$ cat config.mk
export PLATFORM = sky130hd
export DESIGN_NAME = int8_zero_point_matvec_core_flat
export DESIGN_NICKNAME = d
export VERILOG_FILES = /design/src/rtl/zpmv_pkg.sv /design/src/rtl/zpmv_in_if.sv /design/src/rtl/zpmv_out_if.sv /design/src/rtl/zpmv_cfg.sv /design/src/rtl/zpmv_vec_mem.sv /design/src/rtl/zpmv_seq.sv /design/src/rtl/zpmv_mac.sv /design/src/rtl/int8_zero_point_matvec_core.sv /design/src/flat_wrapper.sv
export SDC_FILE = /design/constraint.sdc
export NUM_CORES = 2
export LEC_CHECK = 0
export ABC_AREA = 1
export BUFFER_PORTS_ARGS = -buffer_cell sky130_fd_sc_hd__clkbuf_2
export CAP_MARGIN = 20
export CELL_PAD_IN_SITES_DETAIL_PLACEMENT = 0
export CELL_PAD_IN_SITES_GLOBAL_PLACEMENT = 1
export CORE_ASPECT_RATIO = 1.75
export CORE_MARGIN = 3
export CORE_UTILIZATION = 55
export CTS_BUF_LIST = sky130_fd_sc_hd__clkbuf_16
export CTS_CLUSTER_DIAMETER = 200
export CTS_CLUSTER_SIZE = 16
export DETAILED_ROUTE_END_ITERATION = 16
export PLACE_DENSITY = 0.82
export SLEW_MARGIN = 25
export SYNTH_ARGS = -nofsm -noshare
export SYNTH_HDL_FRONTEND = slang
export SYNTH_SLANG_ARGS = --single-unit
$ cat constraint.sdc
create_clock -name clk -period 19.6 [get_ports clk]
set_clock_uncertainty 0.15 [all_clocks]
set_input_delay 3.92 -clock clk [delete_from_list [all_inputs] [get_ports clk]]
set_output_delay 3.92 -clock clk [all_outputs]
set_load 0.05 [all_outputs]
$ cat src/rtl/zpmv_pkg.sv
package zpmv_pkg;

  localparam int MAX_COLUMNS_DEF = 256;
  localparam int MAX_ROWS_DEF    = 256;
  localparam int CFG_ADDR_W      = 4;
  localparam int CFG_DATA_W      = 32;
  localparam int COUNT_W         = 9;

  typedef enum logic [1:0] {
    REG_ZERO_POINT = 2'd0,
    REG_ROWS       = 2'd1,
    REG_COLUMNS    = 2'd2
  } reg_idx_t;

  typedef struct packed {
    logic signed [7:0]    zero_point;
    logic [COUNT_W-1:0]   rows_in_use;
    logic [COUNT_W-1:0]   columns_in_use;
  } cfg_t;

  typedef struct packed {
    logic              valid;
    logic signed [7:0] weight;
    logic              end_row;
    logic [7:0]        row_num;
    logic              last;
  } ctl_t;

endpackage

$ cat src/rtl/zpmv_in_if.sv
interface zpmv_in_if;
  logic              valid;
  logic              ready;
  logic              mode;
  logic signed [7:0] value;
  logic [7:0]        vector_index;

  modport source (output valid, output mode, output value, output vector_index, input ready);
  modport sink (input valid, input mode, input value, input vector_index, output ready);
endinterface

$ cat src/rtl/zpmv_out_if.sv
interface zpmv_out_if;
  logic               valid;
  logic               ready;
  logic signed [15:0] row_sum;
  logic [7:0]         row_number;
  logic               last_row;

  modport source (output valid, output row_sum, output row_number, output last_row,
                  input ready);
  modport sink (input valid, input row_sum, input row_number, input last_row,
                output ready);
endinterface

$ cat src/rtl/zpmv_cfg.sv
module zpmv_cfg (
  input  logic                            clk,
  input  logic                            rst,
  input  logic                            psel,
  input  logic                            penable,
  input  logic                            pwrite,
  input  logic [zpmv_pkg::CFG_ADDR_W-1:0] paddr,
  input  logic [zpmv_pkg::CFG_DATA_W-1:0] pwdata,
  output logic [zpmv_pkg::CFG_DATA_W-1:0] prdata,
  output logic                            pready,
  output zpmv_pkg::cfg_t                  cfg
);

  logic               wr;
  zpmv_pkg::reg_idx_t idx;

  assign pready = 1'b1;
  assign wr     = psel && penable && pwrite;
  assign idx    = zpmv_pkg::reg_idx_t'(paddr[3:2]);

  always_ff @(posedge clk) begin
    if (rst) begin
      cfg.zero_point     <= 8'sd0;
      cfg.rows_in_use    <= zpmv_pkg::COUNT_W'(1);
      cfg.columns_in_use <= zpmv_pkg::COUNT_W'(1);
    end else if (wr) begin
      unique case (idx)
        zpmv_pkg::REG_ZERO_POINT: cfg.zero_point     <= pwdata[7:0];
        zpmv_pkg::REG_ROWS:       cfg.rows_in_use    <= pwdata[zpmv_pkg::COUNT_W-1:0];
        zpmv_pkg::REG_COLUMNS:    cfg.columns_in_use <= pwdata[zpmv_pkg::COUNT_W-1:0];
        default: ;
      endcase
    end
  end

  always_comb begin
    unique case (idx)
      zpmv_pkg::REG_ZERO_POINT: prdata = zpmv_pkg::CFG_DATA_W'(unsigned'(cfg.zero_point));
      zpmv_pkg::REG_ROWS:       prdata = zpmv_pkg::CFG_DATA_W'(cfg.rows_in_use);
      zpmv_pkg::REG_COLUMNS:    prdata = zpmv_pkg::CFG_DATA_W'(cfg.columns_in_use);
      default:                  prdata = '0;
    endcase
  end

endmodule

$ cat src/rtl/zpmv_vec_mem.sv
module zpmv_vec_mem #(
  parameter int DEPTH  = zpmv_pkg::MAX_COLUMNS_DEF,
  parameter int ADDR_W = (DEPTH > 1) ? $clog2(DEPTH) : 1
) (
  input  logic              clk,
  input  logic              we,
  input  logic [ADDR_W-1:0] waddr,
  input  logic [7:0]        wdata,
  input  logic              re,
  input  logic [ADDR_W-1:0] raddr,
  output logic signed [7:0] rdata
);

  logic [7:0] mem [DEPTH];

  always_ff @(posedge clk) begin
    if (we) begin
      mem[waddr] <= wdata;
    end
  end

  always_ff @(posedge clk) begin
    if (re) begin
      rdata <= mem[raddr];
    end
  end

endmodule

$ cat src/rtl/zpmv_seq.sv
module zpmv_seq #(
  parameter int MAX_COLUMNS = zpmv_pkg::MAX_COLUMNS_DEF,
  parameter int MAX_ROWS    = zpmv_pkg::MAX_ROWS_DEF,
  parameter int CPOS_W      = (MAX_COLUMNS > 1) ? $clog2(MAX_COLUMNS) : 1
) (
  input  logic               clk,
  input  logic               rst,
  input  logic               adv,
  input  logic               in_valid,
  input  logic               mode,
  input  logic signed [7:0]  value,
  input  logic [7:0]         vector_index,
  input  zpmv_pkg::cfg_t     cfg,
  output logic               mem_we,
  output logic [CPOS_W-1:0]  mem_waddr,
  output logic [7:0]         mem_wdata,
  output logic               mem_re,
  output logic [CPOS_W-1:0]  mem_raddr,
  output zpmv_pkg::ctl_t     s1
);

  localparam int RPOS_W = (MAX_ROWS > 1) ? $clog2(MAX_ROWS) : 1;
  localparam int CMP_W  = $clog2(MAX_COLUMNS + MAX_ROWS + 1024) + 1;

  logic [CPOS_W-1:0] col_pos;
  logic [RPOS_W-1:0] row_pos;
  logic [CMP_W-1:0]  cols_raw;
  logic [CMP_W-1:0]  rows_raw;
  logic [CMP_W-1:0]  cols_c;
  logic [CMP_W-1:0]  rows_c;
  logic              col_end;
  logic              row_end;
  logic              take_w;
  logic              in_range;

  assign cols_raw = CMP_W'(cfg.columns_in_use);
  assign rows_raw = CMP_W'(cfg.rows_in_use);

  always_comb begin
    if (cols_raw == '0) begin
      cols_c = CMP_W'(1);
    end else if (cols_raw > CMP_W'(MAX_COLUMNS)) begin
      cols_c = CMP_W'(MAX_COLUMNS);
    end else begin
      cols_c = cols_raw;
    end
    if (rows_raw == '0) begin
      rows_c = CMP_W'(1);
    end else if (rows_raw > CMP_W'(MAX_ROWS)) begin
      rows_c = CMP_W'(MAX_ROWS);
    end else begin
      rows_c = rows_raw;
    end
  end

  assign col_end  = (CMP_W'(col_pos) + CMP_W'(1)) >= cols_c;
  assign row_end  = (CMP_W'(row_pos) + CMP_W'(1)) >= rows_c;
  assign take_w   = adv && in_valid && mode;
  assign in_range = 32'(vector_index) < 32'(MAX_COLUMNS);

  assign mem_we    = adv && in_valid && !mode && in_range;
  assign mem_waddr = CPOS_W'(vector_index);
  assign mem_wdata = 8'(value - cfg.zero_point);
  assign mem_re    = adv;
  assign mem_raddr = col_pos;

  always_ff @(posedge clk) begin
    if (rst) begin
      col_pos <= '0;
      row_pos <= '0;
    end else if (take_w) begin
      if (!col_end) begin
        col_pos <= col_pos + CPOS_W'(1);
      end else begin
        col_pos <= '0;
        row_pos <= row_end ? '0 : row_pos + RPOS_W'(1);
      end
    end
  end

  always_ff @(posedge clk) begin
    if (rst) begin
      s1 <= '0;
    end else if (adv) begin
      s1.valid   <= in_valid && mode;
      s1.weight  <= value;
      s1.end_row <= col_end;
      s1.row_num <= 8'(row_pos);
      s1.last    <= row_end;
    end
  end

endmodule

$ cat src/rtl/zpmv_mac.sv
module zpmv_mac (
  input  logic               clk,
  input  logic               rst,
  input  zpmv_pkg::ctl_t     s1,
  input  logic signed [7:0]  rdata,
  output logic               adv,
  output logic               out_valid,
  input  logic               out_ready,
  output logic signed [15:0] row_sum,
  output logic [7:0]         row_number,
  output logic               last_row
);

  zpmv_pkg::ctl_t     s2;
  logic signed [15:0] prod;
  logic signed [15:0] acc;
  logic signed [15:0] sum;
  logic               emit;

  assign adv  = !(s2.valid && s2.end_row && out_valid && !out_ready);
  assign sum  = acc + prod;
  assign emit = adv && s2.valid && s2.end_row;

  always_ff @(posedge clk) begin
    if (rst) begin
      s2 <= '0;
    end else if (adv) begin
      s2 <= s1;
    end
  end

  always_ff @(posedge clk) begin
    if (adv) begin
      prod <= s1.weight * rdata;
    end
  end

  always_ff @(posedge clk) begin
    if (rst) begin
      acc <= '0;
    end else if (adv && s2.valid) begin
      acc <= s2.end_row ? 16'sd0 : sum;
    end
  end

  always_ff @(posedge clk) begin
    if (rst) begin
      out_valid <= 1'b0;
    end else if (emit) begin
      out_valid <= 1'b1;
    end else if (out_ready) begin
      out_valid <= 1'b0;
    end
  end

  always_ff @(posedge clk) begin
    if (emit) begin
      row_sum    <= sum;
      row_number <= s2.row_num;
      last_row   <= s2.last;
    end
  end

endmodule

$ cat src/rtl/int8_zero_point_matvec_core.sv
// Channel   Role    Handshake     Carries
// in_ch     sink    valid/ready   mode, value, vector_index
// out_ch    source  valid/ready   row_sum, row_number, last_row
// apb       slave   psel/penable  zero_point, rows_in_use, columns_in_use
//
// One item per cycle while in_ch.ready is high, vector writes and weights alike; a row's
// sum leaves after its final weight transfer via vector read, multiply and accumulate.
// Synchronous reset clears positions, accumulator and valids; the vector memory
// is not cleared and holds garbage until written.
// in_ch.ready drops only while a row's final sum sits at the accumulator and the
// previous sum is still waiting in the output register.
module int8_zero_point_matvec_core #(
  parameter int MAX_COLUMNS = zpmv_pkg::MAX_COLUMNS_DEF,
  parameter int MAX_ROWS    = zpmv_pkg::MAX_ROWS_DEF
) (
  input  logic                            clk,
  input  logic                            rst,
  zpmv_in_if.sink                         in_ch,
  zpmv_out_if.source                      out_ch,
  input  logic                            psel,
  input  logic                            penable,
  input  logic                            pwrite,
  input  logic [zpmv_pkg::CFG_ADDR_W-1:0] paddr,
  input  logic [zpmv_pkg::CFG_DATA_W-1:0] pwdata,
  output logic [zpmv_pkg::CFG_DATA_W-1:0] prdata,
  output logic                            pready
);

  localparam int CPOS_W = (MAX_COLUMNS > 1) ? $clog2(MAX_COLUMNS) : 1;

  zpmv_pkg::cfg_t     cfg;
  zpmv_pkg::ctl_t     s1;
  logic               adv;
  logic               mem_we;
  logic [CPOS_W-1:0]  mem_waddr;
  logic [7:0]         mem_wdata;
  logic               mem_re;
  logic [CPOS_W-1:0]  mem_raddr;
  logic signed [7:0]  mem_rdata;

  assign in_ch.ready = adv;

  zpmv_cfg u_cfg (
    .clk     (clk),
    .rst     (rst),
    .psel    (psel),
    .penable (penable),
    .pwrite  (pwrite),
    .paddr   (paddr),
    .pwdata  (pwdata),
    .prdata  (prdata),
    .pready  (pready),
    .cfg     (cfg)
  );

  zpmv_seq #(
    .MAX_COLUMNS (MAX_COLUMNS),
    .MAX_ROWS    (MAX_ROWS),
    .CPOS_W      (CPOS_W)
  ) u_seq (
    .clk          (clk),
    .rst          (rst),
    .adv          (adv),
    .in_valid     (in_ch.valid),
    .mode         (in_ch.mode),
    .value        (in_ch.value),
    .vector_index (in_ch.vector_index),
    .cfg          (cfg),
    .mem_we       (mem_we),
    .mem_waddr    (mem_waddr),
    .mem_wdata    (mem_wdata),
    .mem_re       (mem_re),
    .mem_raddr    (mem_raddr),
    .s1           (s1)
  );

  zpmv_vec_mem #(
    .DEPTH  (MAX_COLUMNS),
    .ADDR_W (CPOS_W)
  ) u_mem (
    .clk   (clk),
    .we    (mem_we),
    .waddr (mem_waddr),
    .wdata (mem_wdata),
    .re    (mem_re),
    .raddr (mem_raddr),
    .rdata (mem_rdata)
  );

  zpmv_mac u_mac (
    .clk        (clk),
    .rst        (rst),
    .s1         (s1),
    .rdata      (mem_rdata),
    .adv        (adv),
    .out_valid  (out_ch.valid),
    .out_ready  (out_ch.ready),
    .row_sum    (out_ch.row_sum),
    .row_number (out_ch.row_number),
    .last_row   (out_ch.last_row)
  );

  a_stall_cause: assert property (@(posedge clk) disable iff (rst)
    !in_ch.ready |-> (out_ch.valid && !out_ch.ready))
    else $error("input stalled without output backpressure");

  a_reset_empty: assert property (@(posedge clk)
    $past(rst) |-> !out_ch.valid)
    else $error("result valid right after reset");

  a_hold_result: assert property (@(posedge clk) disable iff (rst)
    (!in_ch.ready && !out_ch.ready) |=> out_ch.valid)
    else $error("pending result lost during stall");

endmodule

$ cat src/flat_wrapper.sv
// flat-port wrapper written by rule: the top's interface ports become plain ports
module int8_zero_point_matvec_core_flat 
#(
  parameter int MAX_COLUMNS = zpmv_pkg::MAX_COLUMNS_DEF,
  parameter int MAX_ROWS    = zpmv_pkg::MAX_ROWS_DEF
)
  (clk, rst, psel, penable, pwrite, paddr, pwdata, prdata, pready, in_ch_valid, in_ch_mode, in_ch_value, in_ch_vector_index, in_ch_ready, out_ch_valid, out_ch_row_sum, out_ch_row_number, out_ch_last_row, out_ch_ready);
  zpmv_in_if in_ch_i ();
  zpmv_out_if out_ch_i ();
  input  logic clk;
  input  logic rst;
  input  logic psel;
  input  logic penable;
  input  logic pwrite;
  input  logic [zpmv_pkg::CFG_ADDR_W-1:0] paddr;
  input  logic [zpmv_pkg::CFG_DATA_W-1:0] pwdata;
  output logic [zpmv_pkg::CFG_DATA_W-1:0] prdata;
  output logic pready;
  input wire logic [$bits(in_ch_i.valid)-1:0] in_ch_valid;
  input wire logic [$bits(in_ch_i.mode)-1:0] in_ch_mode;
  input wire logic [$bits(in_ch_i.value)-1:0] in_ch_value;
  input wire logic [$bits(in_ch_i.vector_index)-1:0] in_ch_vector_index;
  output wire logic [$bits(in_ch_i.ready)-1:0] in_ch_ready;
  output wire logic [$bits(out_ch_i.valid)-1:0] out_ch_valid;
  output wire logic [$bits(out_ch_i.row_sum)-1:0] out_ch_row_sum;
  output wire logic [$bits(out_ch_i.row_number)-1:0] out_ch_row_number;
  output wire logic [$bits(out_ch_i.last_row)-1:0] out_ch_last_row;
  input wire logic [$bits(out_ch_i.ready)-1:0] out_ch_ready;
  assign in_ch_i.valid = in_ch_valid;
  assign in_ch_i.mode = in_ch_mode;
  assign in_ch_i.value = in_ch_value;
  assign in_ch_i.vector_index = in_ch_vector_index;
  assign in_ch_ready = in_ch_i.ready;
  assign out_ch_valid = out_ch_i.valid;
  assign out_ch_row_sum = out_ch_i.row_sum;
  assign out_ch_row_number = out_ch_i.row_number;
  assign out_ch_last_row = out_ch_i.last_row;
  assign out_ch_i.ready = out_ch_ready;
  int8_zero_point_matvec_core #(.MAX_COLUMNS(MAX_COLUMNS), .MAX_ROWS(MAX_ROWS)) u_core (.clk(clk), .rst(rst), .in_ch(in_ch_i), .out_ch(out_ch_i), .psel(psel), .penable(penable), .pwrite(pwrite), .paddr(paddr), .pwdata(pwdata), .prdata(prdata), .pready(pready));
endmodule
Yosys cells after proc, flatten, opt, wreduce, memory -nomap -nowiden. Memories as Yosys holds them, arrays and structs flattened. A register that Yosys moved wholly into a read port is not among the register bits. Cells that the tools add are included.

Equality and inequality tests: 2. Multipliers: 1. Muxes and demuxes: 12. Add/sub/neg operators: 6. Reduce and logical (&&, ||, !) cells: 23. $lt $le $gt $ge: 4.

Operators with widths (count): 9-bit 2-to-1 mux (3); 9-bit case mux with 3 select lines (1); 9-bit by 12-bit >= comparator with 1-bit output (2); 12-bit zero test (2); 8-bit by 1-bit adder with 9-bit output, second input constant (2); 9-bit greater-than comparator, second input constant (2); 16-bit adder (1); 8-bit by 1-bit adder with 8-bit output, second input constant (2); 8-bit by 8-bit multiplier with 16-bit output (1); 16-bit 2-to-1 mux (1); 8-bit 2-to-1 mux (2); 12-bit 2-to-1 mux (1); 1-bit logical AND (11); 2-bit AND reduction (4); 8-bit subtractor (1); 1-bit zero test (4); 1-bit 2-to-1 mux (4); 2-bit by 1-bit equality test with 1-bit output, second input constant (1); 2-bit equality test, second input constant (1); 2-bit zero test (1); 2-bit nonzero test (1).

Logic and storage cells: 69. Input bits: 60. Memories: 1. Flip-flop bits (word level): 130. Output and inout port bits: 60. Memory bits (writable): 2048.

Memory list: u_core.u_mem.mem (words 256, width 8, read ports 1, clocked after memory_dff 1, wr ports 1, line zpmv_vec_mem.sv:14) `logic [7:0] mem [DEPTH];`.

Longest topological paths before layout.
Depth in word-level cells: 8. Mapped depth: 18.

Hierarchy. From an unflattened synthesis, not the netlist that was laid out.

Cell total of the unflattened synthesis: 8316. Area total of the unflattened synthesis: 93234.4 um2.

By module, submodules not included: zpmv_vec_mem (times used 1, cells each 7003, sequential area each 61739.2 um2, area each 83476.3 um2); zpmv_mac (times used 1, cells each 720, sequential area each 1791.7 um2, area each 5855.6 um2); zpmv_seq (times used 1, cells each 372, sequential area each 700.7 um2, area each 2481.1 um2); zpmv_cfg (times used 1, cells each 221, sequential area each 520.5 um2, area each 1421.4 um2).

Worst setup path after synthesis. Ideal clock, no wire load.

Path type: in2reg. Start: input in_ch_value[0]. End: memory u_core.u_mem.mem[0][2] (data pin). Stages: 4. Arrival: 11.810 ns. Data required time: 17.799 ns. Slack: 5.989 ns. Buffers on the path: 0. Cells stage by stage: inv_1 -> ha_1 -> fa_1 -> xnor2_1.

Longest elaborated chain between the ends: 1.

RTL lines: start: declaration (line flat_wrapper.sv:21) `input wire logic [$bits(in_ch_i.value)-1:0] in_ch_value;`; 8-bit subtractor (line zpmv_seq.sv:63) `assign mem_wdata = 8'(value - cfg.zero_point);`; named net u_core.mem_wdata[2] (line int8_zero_point_matvec_core.sv:36) `logic [7:0] mem_wdata;`; end: declaration (line zpmv_vec_mem.sv:14).

The timed path passes the listed nets, and every way through them passes these cells.

Worst setup path in the final report.
Start: input out_ch_ready. End: output in_ch_ready.

Longest elaborated chain between the ends: 3.

RTL lines: start: declaration (line flat_wrapper.sv:28) `input wire logic [$bits(out_ch_i.ready)-1:0] out_ch_ready;`; 1-bit zero test (line zpmv_mac.sv:20) `assign adv = !(s2.valid && s2.end_row && out_valid && !out_ready);`; 1-bit logical AND (line zpmv_mac.sv:20); 1-bit zero test (line zpmv_mac.sv:20); end: declaration (line flat_wrapper.sv:23) `output wire logic [$bits(in_ch_i.ready)-1:0] in_ch_ready;`.

No other way between the ends.

==> flow_summary.ini <==
[status]
outcome = completed

[global_route]
gr-usage-met1 = 0.327
overflow = 0
first_global_vias = 60500
gr-usage-met3 = 0.0373
grtUsageMet2 = 0.494
grt_first_pass_wirelength_um = 374000
grt.busiest_layer = met2
grt_usage = 0.281
antenna_found_initial = 11
grt_max_degree = 194

[routing]
drc = 0
routed_wl_um = 254000
drtIter0Drc = 5585
ant_nets = 0
drt-wirelength-per-cell_um = 23.3
num_vias = 62000
avgViaCountPerCell = 5.70
drt_pass1_iterations = 6

[timing]
setup_viol = 0
tightest_slew_ns = 1.13
fmax_mhz = 107
slew_headroom = 0.248
period_share = 0.477
rsz0062_at_grt = no
worst_slack_ns = 10.24
fin_tns_setup_ns = 0
period_needed_ns = 9.36
whs_ns = 0.284
hold_viol_final = 0
drv_slew = 0

[clock_network]
cts_max_level = 4
clkLatencyLatePin_ns = 0.80
cts_resized = 0
clock_path_buffers = 4
numCtsBuffers = 162
cts_hold_buf = 0
postCtsSetupRepairBufs = 0
clk_pin_slew_worst_paths_ns = 0.07
cts_sinks = 2186
cts_tree = yes
cts-root-buf = clkbuf_16

[die]
core_mm2 = 0.172
dieArea_mm2 = 0.179
die_w_um = 321
initial_core_util = 0.556
pin_count = 120
die_h_um = 557
rows = 201

[worst_setup_path]
crit_required_ns = 15.53
critPathArrivalTime_ns = 5.29
crit_path_start_kind = primary input
critPathMaxFanout = 25
end_kind = output pin
crit_type = primary input to output pin

[synth]
ys_seq_area_frac = 0.678
synth_edf_count = 2097
synth_flop_cell = edfxtp_1
avgSynthCellArea_um2 = 10.9
yosys_warnings = 0
synth.distinct_cells = 42
syn_inst = 8805
syn_area_mm2 = 0.0956
ys_seq_elements = 2186
async_reset_ff_frac = 0

[power]
leakagePower_uw = 0.0383
worst_ir_drop_vdd_uv = 61.3
pwr_density_cell_mw_per_mm2 = 89.3
total_power_uw = 9080

[job]
drv_cap = 0

[place]
gp_congestion = 0.906
dp_cells = 10700
dp_hpwl_um = 151000
port_buffers = 70
dpl_worst_slack_ns = 10.20

[hold_path]
hold_path.class = flip-flop to flip-flop

[final_layout]
stdcell_count = 10900
area_delta_synth_final_pct = 6.35
drive_gt1_frac = 0.0583
num-nets-final = 8797
-- worst max-delay path, stage by stage --
cell and delay (ns):
clkbuf_2 0.08, nor2_1 0.16, inv_1 0.09, nor2_2 0.69
inv_2 0.08, clkbuf_2 0.27
-- cells in the mapped netlist, types with 2 or more instances --
master    instances  share of area
xor2_1           31         0.0028
or2_2           138         0.0090
ha_1             71         0.0093
nand3_1        1394          0.073
o221ai_1          7        0.00064
a21oi_1          90         0.0047
xnor2_1          15         0.0014
nand3_2           2        0.00021
buf_4            53         0.0042
nand2_1        1713          0.067
dfxtp_1          89          0.019
o21ai_0         339          0.018
nand3b_1          5        0.00039
nand4_1           5        0.00033
nor3_1            4        0.00021
buf_2           166         0.0087
o211ai_1        245          0.019
fa_1             57          0.012
buf_1            58         0.0023
a21o_1            6        0.00047
nor3b_1           2        0.00016
conb_1            2       0.000079
inv_1          1005          0.039
nor2_1          921          0.036
inv_2             4        0.00016
clkinv_1          7        0.00027
a31oi_1           2        0.00013
edfxtp_1       2097           0.66
clkbuf_1        255          0.010
and2_1            3        0.00020
buf_6             8        0.00094
-- kinds of logic (layout without fill, tap and decap cells) --
logic type / Yosys count / in the layout / share of synthesized area
AO/OA/AOI/OAI: 694 / 694 / 0.0433
adder cells (fa/ha/maj): 128 / 128 / 0.0212
AND/OR/NAND/NOR: 4193 / 4193 / 0.188
XOR/XNOR: 46 / 46 / 0.00422
buffers and inverters: 1556 / 1372 / 0.0660
other: 2 / 31 / 0.0000786
flip-flops: 2186 / 2186 / 0.678
-- stage by stage --
stage	utilization	instance area (µm²)
floorplan	-	95700
global placement	0.566	97300
detailed placement	0.566	97300
CTS	0.591	102000
global route	0.591	102000
finish	0.591	102000
-- state kept, by name, summed over array words and instances (netlist names) --
register	cells
u_core.u_mac.out_valid	1
u_core.u_mac.s2	11
u_core.u_mac.prod	16
u_core.u_mac.last_row	1
u_core.u_seq.s1	19
u_core.u_mac.row_sum	16
u_core.u_cfg.cfg	26
u_core.u_mac.acc	16
u_core.u_mem.rdata	8
u_core.u_mac.row_number	8
u_core.u_seq.row_pos	8
u_core.u_seq.mem_raddr	8
u_core.u_mem.mem	2048
-- path summary, 6_finish.rpt --
kind | cells after the start | endpoint | from | slack (ns)
worst min register to register | 0 | u_core.u_mac.last_row | u_core.u_mac.s2[0] | 0.28
worst max register to register | 14 | u_core.u_mem.rdata[1] | u_core.u_seq.mem_raddr[0] | 13.52
worst max-delay path | 6 | in_ch_ready | out_ch_ready | 10.24
worst min-delay path | 0 | u_core.u_mac.last_row | u_core.u_mac.s2[0] | 0.28
-- area by class of cell --
class / instances / area, µm²
multi-input combinational: 5085 / 24700
clock buffer: 166 / 4150
antenna: 7 / 17.5
timing repair buffer: 158 / 1190
inverter: 1016 / 3850
tap: 2233 / 2790
clock inverter: 32 / 143
fill: 14000 / 70400
sequential: 2186 / 64800
-- power by group --
| part | switching (µW) | leakage (µW) | total [µW] | internal (µW) |
|---|---|---|---|---|
| Combinational | 600 | 0.0165 | 794 | 194 |
| Sequential | 24.6 | 0.0196 | 5290 | 5260 |
| Clock | 1490 | 0.00222 | 3000 | 1510 |
-- metal layers --
metal  part of all wire  wire length (µm)
met1               0.36             91800
met2               0.51            128000
met3              0.061             15500
met4              0.071             17900
met5            0.00015                38
-- placed cells by master, fill, tap and decap left out, types with 2 or more instances in the layout --
cell and n:
a21oi_1 90, buf_4 73, clkinv_1 7, a21o_1 6, xor2_4 4, diode_2 7
nand3_2 2, or2_2 138, nand4_1 5, clkbuf_2 70, inv_2 3, ha_1 71
nand2_1 1700, clkbuf_16 166, edfxtp_1 2097, inv_1 1029, o221ai_1 7, nand2_2 11
nand2_4 2, and2_1 3, o21ai_0 339, nor3b_1 2, a31oi_1 2, buf_6 2
nand3_1 1394, o211ai_1 245, nand3b_1 5, inv_8 5, buf_12 12, nor3_1 4
fa_1 57, xnor2_1 14, xor2_1 27, conb_1 24, dfxtp_1 84, nor2_2 2
nor2_1 920, dfxtp_4 4
(Power assumes the default switching activity.)
